==> config.mk <==
export PLATFORM = sky130hd
export DESIGN_NAME = priority_sleep_scheduler
export DESIGN_NICKNAME = d
export VERILOG_FILES = /design/src/sv/pss_pkg.sv /design/src/sv/pss_queue.sv /design/src/sv/priority_sleep_scheduler.sv
export SDC_FILE = /design/constraint.sdc
export NUM_CORES = 2
export LEC_CHECK = 0
export BUFFER_PORTS_ARGS = -buffer_cell sky130_fd_sc_hd__buf_2
export CAP_MARGIN = 10
export CORE_ASPECT_RATIO = 1.5
export CORE_MARGIN = 8
export CORE_UTILIZATION = 57
export DETAILED_ROUTE_END_ITERATION = 10
export GPL_ROUTABILITY_DRIVEN = 0
export PLACE_DENSITY = 0.84
export SLEW_MARGIN = 20
export SYNTH_ARGS = -nofsm -noshare
export SYNTH_HDL_FRONTEND = slang
export SYNTH_SLANG_ARGS = --single-unit
==> constraint.sdc <==
create_clock -name i_clk -period 10.7 [get_ports i_clk]
set_input_delay 0 -clock i_clk [delete_from_list [all_inputs] [get_ports i_clk]]
set_output_delay 0 -clock i_clk [all_outputs]
set_load 0.01 [all_outputs]
==> src/sv/pss_pkg.sv <==
package pss_pkg;

    localparam int MAX_THREADS = 16;
    localparam int PRIO_BITS   = 6;
    localparam int ID_W        = 4;
    localparam int IDX_W       = 4;
    localparam int CNT_W       = 5;
    localparam int TICK_W      = 63;
    localparam logic [7:0] SLICE_RESET = 8'd4;

    localparam logic [2:0] CMD_ADD   = 3'd0;
    localparam logic [2:0] CMD_SLEEP = 3'd1;
    localparam logic [2:0] CMD_TICK  = 3'd2;
    localparam logic [2:0] CMD_YIELD = 3'd3;
    localparam logic [2:0] CMD_SETP  = 3'd4;
    localparam logic [2:0] CMD_BLOCK = 3'd5;

    typedef struct packed {
        logic [ID_W-1:0]      id;
        logic [PRIO_BITS-1:0] prio;
        logic [PRIO_BITS-1:0] bprio;
    } t_entry;

    // queue unit request: insert or pop-head
    typedef struct packed {
        logic   put;
        logic   pop;
        t_entry ent;
    } t_qreq;

    typedef struct packed {
        logic                 busy;
        logic                 ok;
        logic [CNT_W-1:0]     fill;
        t_entry               head;
    } t_qsts;

endpackage

==> src/sv/pss_queue.sv <==
// Sorted ready queue; one shift step per cycle.
module pss_queue import pss_pkg::*; (
    input  logic   i_clk,
    input  logic   i_rst_n,
    input  t_qreq  i_req,
    output t_qsts  o_sts
);
    typedef enum logic [2:0] {
        Q_IDLE = 3'b001,
        Q_PUT  = 3'b010,
        Q_POP  = 3'b100
    } t_qstate;

    t_qstate          r_st, n_st;
    t_entry           r_mem [MAX_THREADS];
    logic [CNT_W-1:0] r_fill, n_fill;
    logic [CNT_W-1:0] r_k, n_k;
    t_entry           r_ent, n_ent;
    logic             r_ok, n_ok;

    always_comb begin
        n_st = r_st; n_fill = r_fill; n_k = r_k; n_ent = r_ent; n_ok = r_ok;
        case (r_st)
            Q_IDLE: begin
                if (i_req.put) begin
                    n_ent = i_req.ent;
                    if (r_fill >= CNT_W'(MAX_THREADS)) begin
                        n_ok = 1'b0;
                    end else begin
                        n_ok = 1'b1;
                        n_k  = r_fill;
                        n_st = Q_PUT;
                    end
                end else if (i_req.pop && r_fill != '0) begin
                    n_ok = 1'b1;
                    n_k  = CNT_W'(1);
                    n_st = Q_POP;
                end
            end
            Q_PUT: begin
                // walk from tail toward head, shifting lower-priority entries down
                if (r_k != '0 && r_mem[r_k[IDX_W-1:0] - 1'b1].prio < r_ent.prio) begin
                    n_k = r_k - 1'b1;
                end else begin
                    n_fill = r_fill + 1'b1;
                    n_st   = Q_IDLE;
                end
            end
            Q_POP: begin
                if (r_k >= r_fill) begin
                    n_fill = r_fill - 1'b1;
                    n_st   = Q_IDLE;
                end else begin
                    n_k = r_k + 1'b1;
                end
            end
            default: n_st = Q_IDLE;
        endcase
    end

    always_ff @(posedge i_clk) begin
        if (!i_rst_n) begin
            r_st   <= Q_IDLE;
            r_fill <= '0;
            r_ok   <= 1'b1;
        end else begin
            r_st   <= n_st;
            r_fill <= n_fill;
            r_ok   <= n_ok;
        end
        r_k   <= n_k;
        r_ent <= n_ent;
        if (r_st == Q_PUT) begin
            if (r_k != '0 && r_mem[r_k[IDX_W-1:0] - 1'b1].prio < r_ent.prio)
                r_mem[r_k[IDX_W-1:0]] <= r_mem[r_k[IDX_W-1:0] - 1'b1];
            else
                r_mem[r_k[IDX_W-1:0]] <= r_ent;
        end else if (r_st == Q_POP && r_k < r_fill) begin
            r_mem[r_k[IDX_W-1:0] - 1'b1] <= r_mem[r_k[IDX_W-1:0]];
        end
    end

    assign o_sts.busy = (r_st != Q_IDLE) || i_req.put || i_req.pop;
    assign o_sts.ok   = r_ok;
    assign o_sts.fill = r_fill;
    assign o_sts.head = r_mem[0];
endmodule

==> src/sv/priority_sleep_scheduler.sv <==
// Priority scheduler with sleep table.
// Command channel: i_start with i_command/i_thread_id/i_prio/i_tick is
// accepted when o_busy is low; o_busy then stays high until the result.
// Each command gives one result, shown for one cycle with o_done high:
// running thread, its priority, idle flag, preempt request, woken count,
// ready count and full error.
// Order of work: an insert or a head pop shifts the sorted queue one entry per
// cycle; a tick command scans the sleep table entry by entry and inserts
// each woken thread into the ready queue. One command is handled at a time and
// the next one can be accepted in the o_done cycle.
// i_cfg_we writes the time slice (reset 4); write only while idle.
// Reset: queues empty, idle runs, slice counter zero. Nothing to set up.
// The receiver cannot stall; a result must be taken in its cycle.
module priority_sleep_scheduler import pss_pkg::*; (
    input  logic                 i_clk,
    input  logic                 i_rst_n,
    input  logic                 i_start,
    output logic                 o_busy,
    input  logic [2:0]           i_command,
    input  logic [ID_W-1:0]      i_thread_id,
    input  logic [PRIO_BITS-1:0] i_prio,
    input  logic [TICK_W-1:0]    i_tick,
    input  logic                 i_cfg_we,
    input  logic [7:0]           i_cfg_wdata,
    output logic                 o_done,
    output logic [ID_W-1:0]      o_running_id,
    output logic [PRIO_BITS-1:0] o_running_prio,
    output logic                 o_running_idle,
    output logic                 o_preempt,
    output logic [CNT_W-1:0]     o_woken_count,
    output logic [CNT_W-1:0]     o_ready_count,
    output logic                 o_full_error
);
    typedef enum logic [9:0] {
        S_IDLE  = 10'b0000000001,
        S_DEC   = 10'b0000000010,
        S_QWAIT = 10'b0000000100, // wait for queue op, then next
        S_YPOP  = 10'b0000001000, // after yield or set-priority insert: pop head
        S_SCAN  = 10'b0000010000,
        S_SRD   = 10'b0000100000,
        S_SPUT  = 10'b0001000000,
        S_DISP  = 10'b0010000000,
        S_FIN   = 10'b0100000000,
        S_OUT   = 10'b1000000000
    } t_state;

    typedef struct packed {
        logic [ID_W-1:0]      id;
        logic [TICK_W-1:0]    wake;
        logic [PRIO_BITS-1:0] prio;
        logic [PRIO_BITS-1:0] bprio;
    } t_slp;

    t_state r_st;
    t_state r_after;          // where S_QWAIT goes next
    logic [2:0]           r_cmd;
    logic [ID_W-1:0]      r_tid;
    logic [PRIO_BITS-1:0] r_p;
    logic [TICK_W-1:0]    r_tick;
    logic [7:0]           r_slice, r_ticks;
    logic [ID_W-1:0]      r_run_id;
    logic [PRIO_BITS-1:0] r_run_prio, r_run_bprio;
    logic                 r_idle, r_err, r_pre, r_done;
    logic [CNT_W-1:0]     r_woken, r_sfill, r_si, r_kept;
    t_slp                 r_smem [MAX_THREADS];
    t_slp                 r_srd;
    t_qreq                w_req;
    t_qsts                w_qs;
    t_entry               w_run;

    assign w_run = '{id: r_run_id, prio: r_run_prio, bprio: r_run_bprio};

    pss_queue u_queue (.i_clk(i_clk), .i_rst_n(i_rst_n), .i_req(w_req), .o_sts(w_qs));

    always_comb begin
        w_req = '0;
        if (r_st == S_DEC) begin
            case (r_cmd)
                CMD_ADD: begin
                    w_req.put = 1'b1;
                    w_req.ent = '{id: r_tid, prio: r_p, bprio: r_p};
                end
                CMD_YIELD: begin
                    w_req.put = !r_idle;
                    w_req.ent = w_run;
                end
                CMD_SETP: begin
                    w_req.put = !r_idle && w_qs.fill != '0 &&
                                w_qs.head.prio > ((r_run_prio == r_run_bprio) ?
                                                  r_p : r_run_prio);
                    w_req.ent = '{id: r_run_id,
                                  prio: (r_run_prio == r_run_bprio) ? r_p : r_run_prio,
                                  bprio: r_p};
                end
                default: w_req = '0;
            endcase
        end else if (r_st == S_SPUT) begin
            w_req.put = 1'b1;
            w_req.ent = '{id: r_srd.id, prio: r_srd.prio, bprio: r_srd.bprio};
        end else if (r_st == S_DISP) begin
            w_req.pop = w_qs.fill != '0;
        end
    end

    always_ff @(posedge i_clk) begin
        if (!i_rst_n) begin
            r_st        <= S_IDLE;
            r_after     <= S_IDLE;
            r_slice     <= SLICE_RESET;
            r_ticks     <= '0;
            r_run_id    <= '0;
            r_run_prio  <= '0;
            r_run_bprio <= '0;
            r_idle      <= 1'b1;
            r_sfill     <= '0;
            r_done      <= 1'b0;
        end else begin
            r_done <= (r_st == S_OUT);
            if (i_cfg_we) r_slice <= i_cfg_wdata;
            case (r_st)
                S_IDLE: begin
                    if (i_start) begin
                        r_cmd  <= i_command;
                        r_tid  <= i_thread_id;
                        r_p    <= i_prio;
                        r_tick <= i_tick;
                        r_err  <= 1'b0;
                        r_woken <= '0;
                        r_st   <= S_DEC;
                    end
                end
                S_DEC: begin
                    case (r_cmd)
                        CMD_ADD: begin
                            r_after <= S_FIN;
                            r_st    <= S_QWAIT;
                        end
                        CMD_SLEEP: begin
                            if (r_idle) begin
                                r_st <= S_FIN;
                            end else if (r_sfill >= CNT_W'(MAX_THREADS)) begin
                                r_err <= 1'b1;
                                r_st  <= S_FIN;
                            end else begin
                                r_smem[r_sfill[IDX_W-1:0]] <= '{id: r_run_id,
                                    wake: r_tick, prio: r_run_prio,
                                    bprio: r_run_bprio};
                                r_sfill <= r_sfill + 1'b1;
                                r_st    <= S_DISP;
                            end
                        end
                        CMD_TICK: begin
                            if (!r_idle && r_ticks != 8'hFF) r_ticks <= r_ticks + 1'b1;
                            r_si   <= '0;
                            r_kept <= '0;
                            r_st   <= S_SCAN;
                        end
                        CMD_YIELD: begin
                            if (!r_idle) begin
                                r_after <= S_YPOP;
                                r_st    <= S_QWAIT;
                            end else begin
                                r_st <= S_FIN;
                            end
                        end
                        CMD_SETP: begin
                            if (!r_idle) begin
                                if (r_run_prio == r_run_bprio) r_run_prio <= r_p;
                                r_run_bprio <= r_p;
                                if (w_req.put) begin
                                    r_after <= S_YPOP;
                                    r_st    <= S_QWAIT;
                                end else begin
                                    r_st <= S_FIN;
                                end
                            end else begin
                                r_st <= S_FIN;
                            end
                        end
                        CMD_BLOCK: r_st <= r_idle ? S_FIN : S_DISP;
                        default: r_st <= S_FIN;
                    endcase
                end
                S_QWAIT: begin
                    if (!w_qs.busy) begin
                        if (!w_qs.ok) r_err <= 1'b1;
                        if (r_after == S_YPOP) r_st <= w_qs.ok ? S_DISP : S_FIN;
                        else if (r_after == S_SCAN) begin
                            if (w_qs.ok) r_woken <= r_woken + 1'b1;
                            else begin
                                r_smem[r_kept[IDX_W-1:0]] <= r_srd;
                                r_kept <= r_kept + 1'b1;
                            end
                            r_si <= r_si + 1'b1;
                            r_st <= S_SCAN;
                        end else r_st <= r_after;
                    end
                end
                S_SCAN: begin
                    if (r_si >= r_sfill) begin
                        r_sfill <= r_kept;
                        r_st    <= S_FIN;
                    end else begin
                        r_srd <= r_smem[r_si[IDX_W-1:0]];
                        r_st  <= S_SRD;
                    end
                end
                S_SRD: begin
                    if (r_tick >= r_srd.wake) begin
                        r_st <= S_SPUT;
                    end else begin
                        r_smem[r_kept[IDX_W-1:0]] <= r_srd;
                        r_kept <= r_kept + 1'b1;
                        r_si   <= r_si + 1'b1;
                        r_st   <= S_SCAN;
                    end
                end
                S_SPUT: begin
                    r_after <= S_SCAN;
                    r_st    <= S_QWAIT;
                end
                S_DISP: begin
                    // pop issued this cycle; head is still visible
                    r_ticks <= '0;
                    if (w_qs.fill == '0) begin
                        r_idle <= 1'b1; r_run_id <= '0;
                        r_run_prio <= '0; r_run_bprio <= '0;
                        r_st <= S_FIN;
                    end else begin
                        r_idle <= 1'b0;
                        r_run_id <= w_qs.head.id;
                        r_run_prio <= w_qs.head.prio;
                        r_run_bprio <= w_qs.head.bprio;
                        r_after <= S_FIN;
                        r_st <= S_QWAIT;
                    end
                end
                S_FIN: begin
                    if (r_idle && w_qs.fill != '0) r_st <= S_DISP;
                    else begin
                        r_pre <= !r_idle && ((w_qs.fill != '0 && w_qs.head.prio > r_run_prio)
                                 || r_ticks >= r_slice);
                        r_st  <= S_OUT;
                    end
                end
                S_OUT: begin
                    r_st <= S_IDLE;
                end
                default: r_st <= S_IDLE;
            endcase
        end
    end

    assign o_busy         = r_st != S_IDLE;
    assign o_done         = r_done;
    assign o_running_id   = r_run_id;
    assign o_running_prio = r_run_prio;
    assign o_running_idle = r_idle;
    assign o_preempt      = r_pre;
    assign o_woken_count  = r_woken;
    assign o_ready_count  = w_qs.fill;
    assign o_full_error   = r_err;
endmodule

==> results.json <==
{
  "outcome": "finished, violations left",
  "failed_checks": "design-rule violations",
  "ant_nets": 0,
  "mostFrequentLayoutCells": "edfxtp_1 (1713), mux4_2 (554), dlygate4sd3_1 (179)",
  "die_w_um": 308,
  "clockBufferDepth": 3,
  "critPathKind": "reg -> reg",
  "grt_use_total_pct": 26.8,
  "post-route-drc-count": 2,
  "mostFrequentLayoutCell": "edfxtp_1",
  "clk_pin_slew_ps": 70,
  "combPwrFrac_pct": 2.4,
  "start_kind": "register",
  "grt_pass1_vias": 40800,
  "hold_viol_final": 0,
  "wl_per_cell_um": 32.8,
  "yosys_warnings": 0,
  "clock-skew-final_ps": 62.5,
  "intPower_mw": 10.9,
  "whs_ps": 45.5,
  "cts.htree.levels": 4,
  "dieHeight_um": 455,
  "power_per_cell_area_nw_per_um2": 165,
  "via_per_inst": 6.87,
  "numCtsBuffers": 153,
  "initial_core_util_pct": 57.2,
  "holdCritPathClass": "in -> reg",
  "finalSetupViolations": 0,
  "dr.pass1.iters": 9,
  "cts_tree": "built",
  "finalNetCount": 4111,
  "vias": 39500,
  "overflow": 0,
  "stdcell_count": 5749,
  "io-pin-count": 113,
  "p_leak_nw": 26.7,
  "period_share_pct": 58.7,
  "die-area_um2": 140000,
  "wl_um": 188000,
  "fmax_mhz": 159,
  "synthDistinctLibCells": 78,
  "seqCellArea_um2": 52800,
  "dpl.hpwl_um": 96700,
  "worstMarginPinSlew_ps": 1180,
  "cts_resized": 0,
  "numPortBuffers": 112,
  "drt_iter0_drc": 4982,
  "multiInputGateArea_um2": 19400,
  "required_ps": 11130,
  "syn_to_final_growth_pct": 13.7,
  "cp-end-kind": "register",
  "swShare_pct": 20.4,
  "drive_above_1_share_pct": 27.9,
  "switchingPower_mw": 2.80,
  "ys_seq_elements": 1779,
  "post_cts_buffers": 0,
  "syn_avg_cell_area_um2": 20.6,
  "pwr-share-seq_pct": 55.6,
  "synth_fp_nets": 3744,
  "synth_edf_count": 1713,
  "slew_headroom_pct": 21.3,
  "synthArstFlopShare_pct": 0,
  "grt_max_degree": 114,
  "final_max_slew_viol_count": 0,
  "grt_antenna_before_repair": 0,
  "peakVddDrop_v": 0.000170,
  "finalCriticalPeriod_ps": 6280,
  "core-area_um2": 128000,
  "netlist_area_um2": 73100,
  "dp_cells": 5280,
  "yosysSeqAreaShare_pct": 72.2,
  "ys.flop_type": "edfxtp_1",
  "grt_pass1_wl_um": 273000,
  "cp.arrival_ps": 6710,
  "fill_cells": 7845,
  "synth_cells": 3544,
  "cp_max_fo": 52,
  "cts_root_buf": "clkbuf_16",
  "drv_cap": 0,
  "p_clk_share_pct": 42.1,
  "rsz0062_at_grt": "no",
  "num_rows": 161,
  "clkSinkCount": 1779,
  "clkLatencyLatePin_ps": 800
}
[power groups by stage]
stage	Combinational, mW	Clock [mW]	Sequential, mW
global route	0.344	6.03	7.64
detailed placement	0.259	0	7.79
global placement	0.247	0	7.79
floorplan	0.162	0	7.78
CTS	0.317	5.78	7.64
finish	0.323	5.78	7.64
[synthesized netlist by cell type (4+ instances only)]
cell type  count  share of area, %
buf_6          4             0.062
ha_1         110               1.9
nor3_1        20              0.14
xnor2_1       18              0.22
nor3b_1        5             0.051
o22ai_1        5             0.043
mux4_2       554                17
edfxtp_1    1713                70
a22oi_1       18              0.18
mux2i_1       22              0.30
xor2_1        15              0.18
nor2_1       105              0.54
o211ai_1       9             0.092
mux2_2        75               1.2
mux2_4        10              0.21
and3_1         7             0.060
o41ai_1        4             0.048
buf_2          4             0.027
nor2b_1       14              0.12
nor4_1        13              0.11
a211oi_1       9             0.092
nand2_1      106              0.54
dfxtp_1       66               1.8
a311oi_1       9              0.11
a31oi_1       13              0.11
a21o_1        23              0.24
nor4b_1        4             0.048
nand4_1       28              0.24
nand3_1       45              0.31
o21a_1         5             0.051
or3_1          5             0.043
nand2b_1       8             0.068
inv_1        115              0.59
o32ai_1       12              0.14
clkbuf_1     118              0.61
a21oi_1       66              0.45
o21ai_0       66              0.45
buf_1         46              0.24
and2_1         6             0.051
buf_4          7             0.072
and4b_1        4             0.055
o21ai_1        5             0.034
o31ai_1        6             0.062
[critical path, cell delays in order, from the launching register on]
cell and delay [ps]:
edfxtp_1 330, buf_4 490, inv_1 270, ha_2 670
buf_4 680, mux4_2 420, mux4_2 530, ha_1 340
a21o_1 170, a21o_1 170, a21oi_1 170, nor2b_1 180
a21o_1 140, buf_4 390, a21oi_1 140, o21ai_1 750
[routing by layer]
layer  wire length [µm]  vias to the layer above  track usage (%)
met1              61900                    20200             32.3
li1                   -                    15500                -
met2              96600                     3094             46.0
met5                  0                        -                0
met4              11400                        0             14.4
met3              18700                      660             4.88
[cell type report]
cell class	count	share of cell area, %
clock inverter	100	1.33
sequential	1779	63.5
antenna	1	0.00301
clock buffer	181	4.86
inverter	116	0.524
tap	1711	2.58
timing repair buffer	393	3.81
multi-input combinational	1468	23.4
[stage by stage]
stage / setup slack [ps] / power (mW) / utilization [%] / setup TNS (ps) / area, µm²
floorplan: -115 / 7.94 / - / -36360 / 73100
global placement: 4280 / 8.04 / 59.5 / 0 / 76000
detailed placement: 4010 / 8.05 / 59.5 / 0 / 76000
CTS: 3940 / 13.7 / 65.0 / 0 / 83000
global route: 4050 / 14.0 / 65.0 / 0 / 83100
finish: 4420 / 13.7 / 65.0 / 0 / 83100
[kinds of logic after synthesis]
logic type                 count (synthesis)  synth area share (%)
DFF                                     1779                  72.2
and+or+nand+nor                          387                  2.60
muxes                                    661                  18.7
buffers and inverters                    297                  1.65
adders and majority gates                112                  1.94
AOI/OAI and AO/OA                        274                  2.44
xor gates and xnor gates                  34                 0.433
[flip-flops by register name, indices dropped and copies added (netlist names), 6 cells and up, named ones only]
| signal | flops |
|---|---|
| r_smem | 1264 |
| r_srd | 79 |
| r_run_bprio | 6 |
| u_queue.r_ent | 16 |
| r_ticks | 8 |
| u_queue.r_mem | 256 |
| r_p | 6 |
| r_tick | 63 |
| o_running_prio | 6 |
| r_slice | 8 |
| r_st | 10 |
[worst paths after layout]
kind	from	end	slack (ps)	cells after the start
max	u_queue.r_k[0]	u_queue.r_mem[8][7]	4420	15
min	i_thread_id[2]	r_tid[2]	50	2
max reg2reg	u_queue.r_k[0]	u_queue.r_mem[8][7]	4420	15
min reg2reg	r_after[3]	r_after[3]	510	2
[timing repair]
action / 4_1_cts / 5_1_grt
hold buffers: 179 / 0
hold endpoints to repair: 125 / 0
endpoints found under the setup margin: 0 / 0
(Power assumes the default switching activity.)
